==> config.mk <==
export PLATFORM = sky130hd
export DESIGN_NAME = has160_hash_engine
export DESIGN_NICKNAME = d
export VERILOG_FILES = /design/src/has160_pkg.sv /design/src/has160_hash_engine.sv
export SDC_FILE = /design/constraint.sdc
export NUM_CORES = 2
export LEC_CHECK = 0
export BUFFER_PORTS_ARGS = -buffer_cell sky130_fd_sc_hd__buf_4
export CAP_MARGIN = 20
export CORE_MARGIN = 1.5
export CORE_UTILIZATION = 60
export CTS_CLUSTER_SIZE = 28
export DETAILED_ROUTE_END_ITERATION = 16
export HOLD_SLACK_MARGIN = 0.15
export PLACE_DENSITY = 0.76
export SYNTH_ARGS = -nofsm -noshare
export SYNTH_HDL_FRONTEND = slang
export SYNTH_SLANG_ARGS = --single-unit
==> constraint.sdc <==
create_clock -name clk -period 13.06 [get_ports clk]
set_input_delay 0.653 -clock clk [delete_from_list [all_inputs] [get_ports clk]]
set_output_delay 0.653 -clock clk [all_outputs]
set_load 0.01 [all_outputs]
==> src/has160_pkg.sv <==
// package for the has-160 hash engine: payload types, constants, tables
package has160_pkg;

    localparam int BLOCK_BYTES_DEF = 64;

    typedef struct packed {
        logic [7:0] msg_byte;
        logic       byte_valid;
        logic       end_of_message;
    } has160_in_t;

    typedef struct packed {
        logic [31:0] digest_word;
        logic [2:0]  word_number;
        logic        last_word;
    } has160_out_t;

    localparam logic [31:0] IV0 = 32'h67452301;
    localparam logic [31:0] IV1 = 32'hefcdab89;
    localparam logic [31:0] IV2 = 32'h98badcfe;
    localparam logic [31:0] IV3 = 32'h10325476;
    localparam logic [31:0] IV4 = 32'hc3d2e1f0;

    localparam logic [7:0] PAD_BYTE = 8'h80;

    // message word index for each of the eighty steps
    function automatic logic [4:0] word_order(input logic [6:0] i);
        logic [4:0] t [0:79];
        t = '{5'd18, 5'd0, 5'd1, 5'd2, 5'd3, 5'd19, 5'd4, 5'd5, 5'd6, 5'd7,
              5'd16, 5'd8, 5'd9, 5'd10, 5'd11, 5'd17, 5'd12, 5'd13, 5'd14, 5'd15,
              5'd22, 5'd3, 5'd6, 5'd9, 5'd12, 5'd23, 5'd15, 5'd2, 5'd5, 5'd8,
              5'd20, 5'd11, 5'd14, 5'd1, 5'd4, 5'd21, 5'd7, 5'd10, 5'd13, 5'd0,
              5'd26, 5'd12, 5'd5, 5'd14, 5'd7, 5'd27, 5'd0, 5'd9, 5'd2, 5'd11,
              5'd24, 5'd4, 5'd13, 5'd6, 5'd15, 5'd25, 5'd8, 5'd1, 5'd10, 5'd3,
              5'd30, 5'd7, 5'd2, 5'd13, 5'd8, 5'd31, 5'd3, 5'd14, 5'd9, 5'd4,
              5'd28, 5'd15, 5'd10, 5'd5, 5'd0, 5'd29, 5'd11, 5'd6, 5'd1, 5'd12};
        return (i < 7'd80) ? t[i] : 5'd0;
    endfunction

    function automatic logic [4:0] a_shift(input logic [4:0] j);
        logic [4:0] t [0:19];
        t = '{5'd5, 5'd11, 5'd7, 5'd15, 5'd6, 5'd13, 5'd8, 5'd14, 5'd7, 5'd12,
              5'd9, 5'd11, 5'd8, 5'd15, 5'd6, 5'd12, 5'd9, 5'd14, 5'd5, 5'd13};
        return (j < 5'd20) ? t[j] : 5'd0;
    endfunction

    function automatic logic [31:0] rotl(input logic [31:0] x, input logic [4:0] n);
        return (x << n) | (x >> (6'd32 - {1'b0, n}));
    endfunction

    // expansion sources, four 4-bit word indexes packed per expanded word
    function automatic logic [15:0] expand_src(input logic [3:0] k);
        logic [15:0] t [0:15];
        t = '{16'h0123, 16'h4567, 16'h89ab, 16'hcdef,
              16'h369c, 16'h258f, 16'h14be, 16'h07ad,
              16'h57ce, 16'h029b, 16'h46df, 16'h138a,
              16'h278d, 16'h349e, 16'h05af, 16'h16bc};
        return t[k];
    endfunction

endpackage

==> src/has160_hash_engine.sv <==
// has-160 hash engine top level: byte collector, padder and iterative compressor
//
//  channel | signals            | direction | payload
//  in      | in_valid, in_stall | to block  | has160_pkg::has160_in_t
//  out     | out_valid,out_stall| from block| has160_pkg::has160_out_t
//
// a block compression runs a read slot, the byte loads, the expansion, the round steps
// (one shared step unit) and a chaining add, in that order
// a final item adds one or two pad sweeps (one byte a cycle to the block end, the
// first from the marker), up to two compressions, then five digest transfers
// in_stall is high whenever the sequencer is not idle; reset is asynchronous
// and restores the initial chaining words and a zero byte count
// the digest register holds its word while out_stall is high
module has160_hash_engine #(
    parameter int BLOCK_BYTES = has160_pkg::BLOCK_BYTES_DEF
) (
    input  logic                   clk,
    input  logic                   rst_n,
    input  logic                   in_valid,
    output logic                   in_stall,
    input  has160_pkg::has160_in_t in_data,
    output logic                   out_valid,
    input  logic                   out_stall,
    output has160_pkg::has160_out_t out_data
);
    import has160_pkg::*;

    localparam int AW = $clog2(BLOCK_BYTES);
    localparam int WN = BLOCK_BYTES / 4;

    localparam logic [3:0] S_IDLE  = 4'd0;
    localparam logic [3:0] S_LOADW = 4'd1;  // read block bytes from memory into words
    localparam logic [3:0] S_EXP   = 4'd2;  // build expanded words
    localparam logic [3:0] S_RND   = 4'd3;  // eighty steps
    localparam logic [3:0] S_ADD   = 4'd4;  // chaining add
    localparam logic [3:0] S_PAD   = 4'd5;  // write pad/zero/length bytes
    localparam logic [3:0] S_OUT   = 4'd6;  // digest transfers
    localparam logic [3:0] S_RDW   = 4'd7;  // read latency slot

    logic [3:0]  state_reg, state_next;
    logic [63:0] count_reg;
    logic [31:0] h_reg [0:4];
    logic [31:0] w_reg [0:31];
    logic [31:0] a_reg, b_reg, c_reg, d_reg, e_reg;
    logic [6:0]  step_reg;
    logic        final_reg;      // compressing as part of message end
    logic        second_reg;     // padding needs a second block
    logic [AW:0] padpos_reg;
    logic [2:0]  onum_reg;
    logic        ovalid_reg;
    logic        mark_first_reg; // next pad write is the 0x80 marker

    // block memory, byte wide
    logic [7:0]    mem [0:BLOCK_BYTES-1];
    logic          mem_we;
    logic [AW-1:0] mem_wa;
    logic [7:0]    mem_wd;
    logic [AW-1:0] mem_ra;
    logic [7:0]    mem_rd_reg;

    always_ff @(posedge clk)
    begin
        if (mem_we)
        begin
            mem[mem_wa] <= mem_wd;
        end
        mem_rd_reg <= mem[mem_ra];
    end

    wire in_xfer  = in_valid && !in_stall;
    wire out_xfer = ovalid_reg && !out_stall;
    wire [AW-1:0] pos = count_reg[AW-1:0];
    wire [63:0] bits = {count_reg[60:0], 3'b000};
    // marker position: after the byte of this transfer, if it carries one
    wire [AW-1:0] mark_pos = in_data.byte_valid ? AW'(pos + 1'b1) : pos;

    assign in_stall  = (state_reg != S_IDLE);
    assign out_valid = ovalid_reg;
    assign out_data.digest_word = h_reg[onum_reg];
    assign out_data.word_number = onum_reg;
    assign out_data.last_word   = (onum_reg == 3'd4);

    // load counter: byte address issued is step_reg, data lands in the next cycle
    wire [AW:0]   ld_cnt  = step_reg[AW:0];
    wire [AW-1:0] ld_byte = AW'(ld_cnt - 1'b1);

    // padding byte value at padpos
    logic [7:0] pad_val;
    always_comb
    begin
        pad_val = 8'd0;
        if (mark_first_reg)
        begin
            pad_val = PAD_BYTE;
        end
        else if (padpos_reg >= (AW+1)'(BLOCK_BYTES - 8))
        begin
            if (!second_reg)
            begin
                pad_val = bits[8*(padpos_reg[2:0]) +: 8];
            end
        end
    end

    // one step of the round unit
    logic [1:0]  rnd;
    logic [4:0]  jj;
    logic [31:0] f, k, bsh, enew;
    logic [4:0]  bs;
    always_comb
    begin
        if (step_reg < 7'd20)
        begin
            rnd = 2'd0;
            jj  = step_reg[4:0];
        end
        else if (step_reg < 7'd40)
        begin
            rnd = 2'd1;
            jj  = 5'(step_reg - 7'd20);
        end
        else if (step_reg < 7'd60)
        begin
            rnd = 2'd2;
            jj  = 5'(step_reg - 7'd40);
        end
        else
        begin
            rnd = 2'd3;
            jj  = 5'(step_reg - 7'd60);
        end
        case (rnd)
            2'd0:
            begin
                f = d_reg ^ (b_reg & (c_reg ^ d_reg)); k = 32'h0;        bs = 5'd10;
            end
            2'd1:
            begin
                f = b_reg ^ c_reg ^ d_reg;             k = 32'h5A827999; bs = 5'd17;
            end
            2'd2:
            begin
                f = c_reg ^ (b_reg | ~d_reg);          k = 32'h6ED9EBA1; bs = 5'd25;
            end
            default:
            begin
                f = b_reg ^ c_reg ^ d_reg;             k = 32'h8F1BBCDC; bs = 5'd30;
            end
        endcase
        bsh  = rotl(b_reg, bs);
        enew = e_reg + rotl(a_reg, a_shift(jj)) + f + w_reg[word_order(step_reg)] + k;
    end

    logic [15:0] src;
    assign src = expand_src(step_reg[3:0]);

    always_comb
    begin
        state_next = state_reg;
        mem_we = 1'b0;
        mem_wa = pos;
        mem_wd = in_data.msg_byte;
        mem_ra = step_reg[AW-1:0];
        case (state_reg)
            S_IDLE:
            begin
                if (in_xfer && in_data.byte_valid)
                begin
                    mem_we = 1'b1;
                end
            end
            S_PAD:
            begin
                mem_we = 1'b1;
                mem_wa = padpos_reg[AW-1:0];
                mem_wd = pad_val;
            end
            default: ;
        endcase
    end

    always_ff @(posedge clk or negedge rst_n)
    begin
        if (!rst_n)
        begin
            state_reg      <= S_IDLE;
            count_reg      <= '0;
            h_reg          <= '{IV0, IV1, IV2, IV3, IV4};
            step_reg       <= '0;
            final_reg      <= 1'b0;
            second_reg     <= 1'b0;
            padpos_reg     <= '0;
            onum_reg       <= '0;
            ovalid_reg     <= 1'b0;
            mark_first_reg <= 1'b0;
        end
        else
        begin
            case (state_reg)
                S_IDLE:
                begin
                    if (in_xfer)
                    begin
                        if (in_data.byte_valid)
                        begin
                            count_reg <= count_reg + 64'd1;
                        end
                        step_reg  <= '0;
                        final_reg <= in_data.end_of_message;
                        if (in_data.byte_valid && pos == AW'(BLOCK_BYTES - 1))
                        begin
                            state_reg <= S_RDW;
                            // byte with end fills the block: marker opens a fresh one
                            if (in_data.end_of_message)
                            begin
                                second_reg     <= 1'b0;
                                padpos_reg     <= '0;
                                mark_first_reg <= 1'b1;
                            end
                        end
                        else if (in_data.end_of_message)
                        begin
                            state_reg      <= S_PAD;
                            // no room for the length after the marker: two blocks
                            second_reg     <= (mark_pos >= AW'(BLOCK_BYTES - 8));
                            // pad marker goes at the next free byte
                            padpos_reg     <= {1'b0, mark_pos};
                            mark_first_reg <= 1'b1;
                        end
                    end
                end
                S_PAD:
                begin
                    // the first write is the 0x80 marker when mark_first_reg is set
                    padpos_reg     <= padpos_reg + 1'b1;
                    mark_first_reg <= 1'b0;
                    if (padpos_reg == (AW+1)'(BLOCK_BYTES - 1))
                    begin
                        step_reg  <= '0;
                        state_reg <= S_RDW;
                    end
                end
                S_RDW:
                begin
                    step_reg  <= step_reg + 7'd1;
                    state_reg <= S_LOADW;
                end
                S_LOADW:
                begin
                    w_reg[{1'b0, ld_byte[AW-1:2]}][8*ld_byte[1:0] +: 8] <= mem_rd_reg;
                    step_reg <= step_reg + 7'd1;
                    if (ld_cnt == (AW+1)'(BLOCK_BYTES))
                    begin
                        step_reg  <= '0;
                        state_reg <= S_EXP;
                    end
                end
                S_EXP:
                begin
                    w_reg[5'(WN) + 5'(step_reg[3:0])] <= w_reg[{1'b0, src[15:12]}] ^
                        w_reg[{1'b0, src[11:8]}] ^ w_reg[{1'b0, src[7:4]}] ^
                        w_reg[{1'b0, src[3:0]}];
                    step_reg <= step_reg + 7'd1;
                    if (step_reg == 7'd15)
                    begin
                        step_reg  <= '0;
                        a_reg <= h_reg[0]; b_reg <= h_reg[1]; c_reg <= h_reg[2];
                        d_reg <= h_reg[3]; e_reg <= h_reg[4];
                        state_reg <= S_RND;
                    end
                end
                S_RND:
                begin
                    a_reg <= enew; b_reg <= a_reg; c_reg <= bsh;
                    d_reg <= c_reg; e_reg <= d_reg;
                    step_reg <= step_reg + 7'd1;
                    if (step_reg == 7'd79)
                    begin
                        state_reg <= S_ADD;
                    end
                end
                S_ADD:
                begin
                    h_reg[0] <= h_reg[0] + a_reg; h_reg[1] <= h_reg[1] + b_reg;
                    h_reg[2] <= h_reg[2] + c_reg; h_reg[3] <= h_reg[3] + d_reg;
                    h_reg[4] <= h_reg[4] + e_reg;
                    step_reg <= '0;
                    if (!final_reg)
                    begin
                        state_reg <= S_IDLE;
                    end
                    else if (mark_first_reg)
                    begin
                        // block came from a full byte with end: pad from zero
                        state_reg  <= S_PAD;
                        second_reg <= 1'b0;
                        padpos_reg <= '0;
                    end
                    else if (second_reg)
                    begin
                        second_reg <= 1'b0;
                        padpos_reg <= '0;
                        state_reg  <= S_PAD;
                    end
                    else
                    begin
                        onum_reg   <= '0;
                        ovalid_reg <= 1'b1;
                        state_reg  <= S_OUT;
                    end
                end
                S_OUT:
                begin
                    if (out_xfer)
                    begin
                        onum_reg <= onum_reg + 3'd1;
                        if (onum_reg == 3'd4)
                        begin
                            ovalid_reg <= 1'b0;
                            h_reg      <= '{IV0, IV1, IV2, IV3, IV4};
                            count_reg  <= '0;
                            state_reg  <= S_IDLE;
                        end
                    end
                end
                default: state_reg <= S_IDLE;
            endcase
        end
    end
endmodule

==> impl_metrics.tcl <==
set metrics [dict create \
    fp.dieArea_sq_um 191000 \
    worstHoldPathCells 3 \
    hp-class "in2reg" \
    place_inst 11030 \
    utilization 0.6622 \
    synthDistinctLibCells 105 \
    reg2reg_to "a_reg[26]" \
    powerDensity_nw_per_um2 145.9 \
    final_cells 11450 \
    r2r-start "ld_cnt[4]" \
    worst-path-max-fanout 20 \
    cts_root_buf "clkbuf_16" \
    cp_top_family "compound AO/OA/AOI/OAI gates" \
    drt_iter0_markers 13900 \
    worst_r2r_path_depth 31 \
    ff2ff_setup_slack_ns 1.99 \
    power_uw 18100 \
    ctsLongestPathBuffers 3 \
    rsz0062_at_grt "false" \
    ant_nets 0 \
    routed_wl_mm 354.4 \
    cp_num_buf_inv 5 \
    syn_inst 8897 \
    grt_pass1_vias 79220 \
    hold_viol_final 0 \
    die_w_um 437.1 \
    skew_ns 0.07491 \
    grt_overflow 0 \
    hold_ws_ns 0.2082 \
    p_leak_uw 0.04454 \
    synthArstFlopShare 0.1257 \
    avgSynthCellArea_sq_um 12.71 \
    syn_to_final_growth_pct 9.777 \
    status "finished, final reports clean" \
    port_buffers 51 \
    grt_max_degree 149 \
    synth_ff_type "edfxtp_1" \
    gr-usage-all-layers 0.3684 \
    holdPathEnd "final_reg" \
    synth_area_leaders "edfxtp_1, mux4_2, dfrtp_1" \
    fin_crit_ns 11.07 \
    finalCritPeriodShare 0.8473 \
    final_common_cell "edfxtp_1" \
    synth.ff_latch_count 1949 \
    clkLatencyLatePin_ns 0.91 \
    routedLengthMet1_mm 126.4 \
    slowest_stage "nor3_1" \
    critPathKind "reg2reg" \
    synth_top_area_cell "edfxtp_1" \
    wl_per_cell_um 30.94 \
    cp-start-kind "register" \
    fin_setup_tns_ns 0 \
    cts_setup_buffers 0 \
    slowest_delay_ns 0.83 \
    critPathArrivalTime_ns 11.83 \
    critPathRequiredTime_ns 13.82 \
    synth_seq_area_share 0.5071 \
    antenna_found_initial 15 \
    dr_wl_met2_mm 158.5 \
    hp-start "in_data[0]" \
    ios 52 \
    setup_viol 0 \
    die_h_um 437.1 \
    drv_cap 0 \
    critPathCaptureType "register" \
    cts_htree_levels 4 \
    max_freq_mhz 90.37 \
    dr_wl_met3_mm 49.11 \
    gp_congestion 0.9774 \
    final_cell_mix "edfxtp_1, nand2_1, mux4_2, nor2_1, a21oi_1" \
    synth_edf_count 1696 \
    peakVddDrop_uv 183.0 \
    dr.pass1.iters 9 \
    drive_gt1_frac 0.1897 \
    final_net_count 9102 \
    hpwl_mm 221.4 \
    drc 0 \
    fill_cells 12990 \
    slew_violations 0 \
    cts_buffers 203 \
    via_per_inst 7.247 \
    vias 82990 \
    cts_tree "built" \
    synth_top_area_frac 0.4505 \
    clock-sinks 1949 \
    routed.top_layer "met5" \
    worst_slew_pin_slew_ns 1.273 \
    yosys_warnings 0 \
    cts.clk_slew.worst_paths_ns 0.06 \
    rows 159 \
    core_sq_um 187400 \
    syn-num-nets 9229 \
    grt_pass1_wl_mm 524.3 \
    netlist_area_sq_um 113000 \
    largest_reg_flops 1024 \
    maxSlewHeadroom 0.1450 \
    initial_core_util 0.6032 \
]
## logic make-up after synthesis
kind of cell / share of synthesized area
adder cells (fa/ha/maj): 0.04144
flip-flops: 0.5071
AND/OR/NAND/NOR: 0.09215
buffers and inverters: 0.03095
multiplexers: 0.2024
AO/OA/AOI/OAI: 0.1013
XOR/XNOR: 0.02467
## how the worst max path moves through the flow
stage	start	endpoint	slack, ns	depth (start not counted)
2_1_floorplan	ld_cnt[3]	a_reg[26]	2.06	44
3_3_place_gp	ld_cnt[4]	a_reg[26]	2.22	34
3_5_place_dp	ld_cnt[4]	a_reg[26]	2.13	34
4_1_cts	ld_cnt[4]	a_reg[26]	2.09	34
5_1_grt	ld_cnt[4]	a_reg[26]	1.25	34
6_report	ld_cnt[4]	a_reg[26]	1.99	31
## cell usage after synthesis (all sizes together) (31+ instances only)
master / number
nor3: 66
mux2i: 398
a21oi: 449
and3: 67
and2: 73
edfxtp: 1696
nand3: 175
fa: 94
xnor2: 204
or3: 31
o211ai: 47
nor4: 107
a211oi: 167
nand2: 1078
nand2b: 51
mux4: 799
dfstp: 80
o31ai: 71
o21ai: 499
a21o: 121
o22a: 38
mux2: 80
ha: 224
nor2b: 41
buf: 212
xor2: 111
dfrtp: 165
clkbuf: 401
o22ai: 53
a31oi: 75
nor2: 607
inv: 248
## metrics by stage
| step | instance area (sq um) | worst slack, ns |
|---|---|---|
| final | 124100 | 1.994 |
| after detailed placement | 116400 | 2.132 |
| after global placement | 116200 | 2.216 |
| after CTS | 123700 | 2.088 |
| after floorplan | 113000 | 2.063 |
| after global routing | 124100 | 1.246 |
## power by group
part / switching [uW] / leakage [uW] / internal [uW]
clock: 2650 / 0.00351 / 3660
sequential: 359 / 0.0184 / 7050
combinational: 2610 / 0.0226 / 1780
## layout make-up
type | instances | area [sq um] | share of cell area
inverters | 251 | 942.2 | 0.007592
clock buffers | 238 | 5324 | 0.04290
multi-input cells | 6084 | 52850 | 0.4259
flip-flops and latches | 1949 | 57340 | 0.4621
repair buffers | 281 | 2530 | 0.02039
clock inverters | 147 | 1967 | 0.01585
diodes | 7 | 17.52 | 0.0001412
well taps | 2495 | 3122 | 0.02516
## layer usage
layer  vias up  global-route usage
li1      34120                   -
met1     40970              0.5022
met3      1268              0.1067
met4        26              0.1765
met2      6612              0.5473
met5         -            0.001512
## repair_timing
action	CTS	global route
resized for setup	0	0
hold buffers	3	0
endpoints found under the hold margin	40	0
## worst min-delay path: stages
cell	delay, ns
buf_4	0.09
and3_1	0.21
a21o_1	0.10
Power figures use the tool's default switching activity.
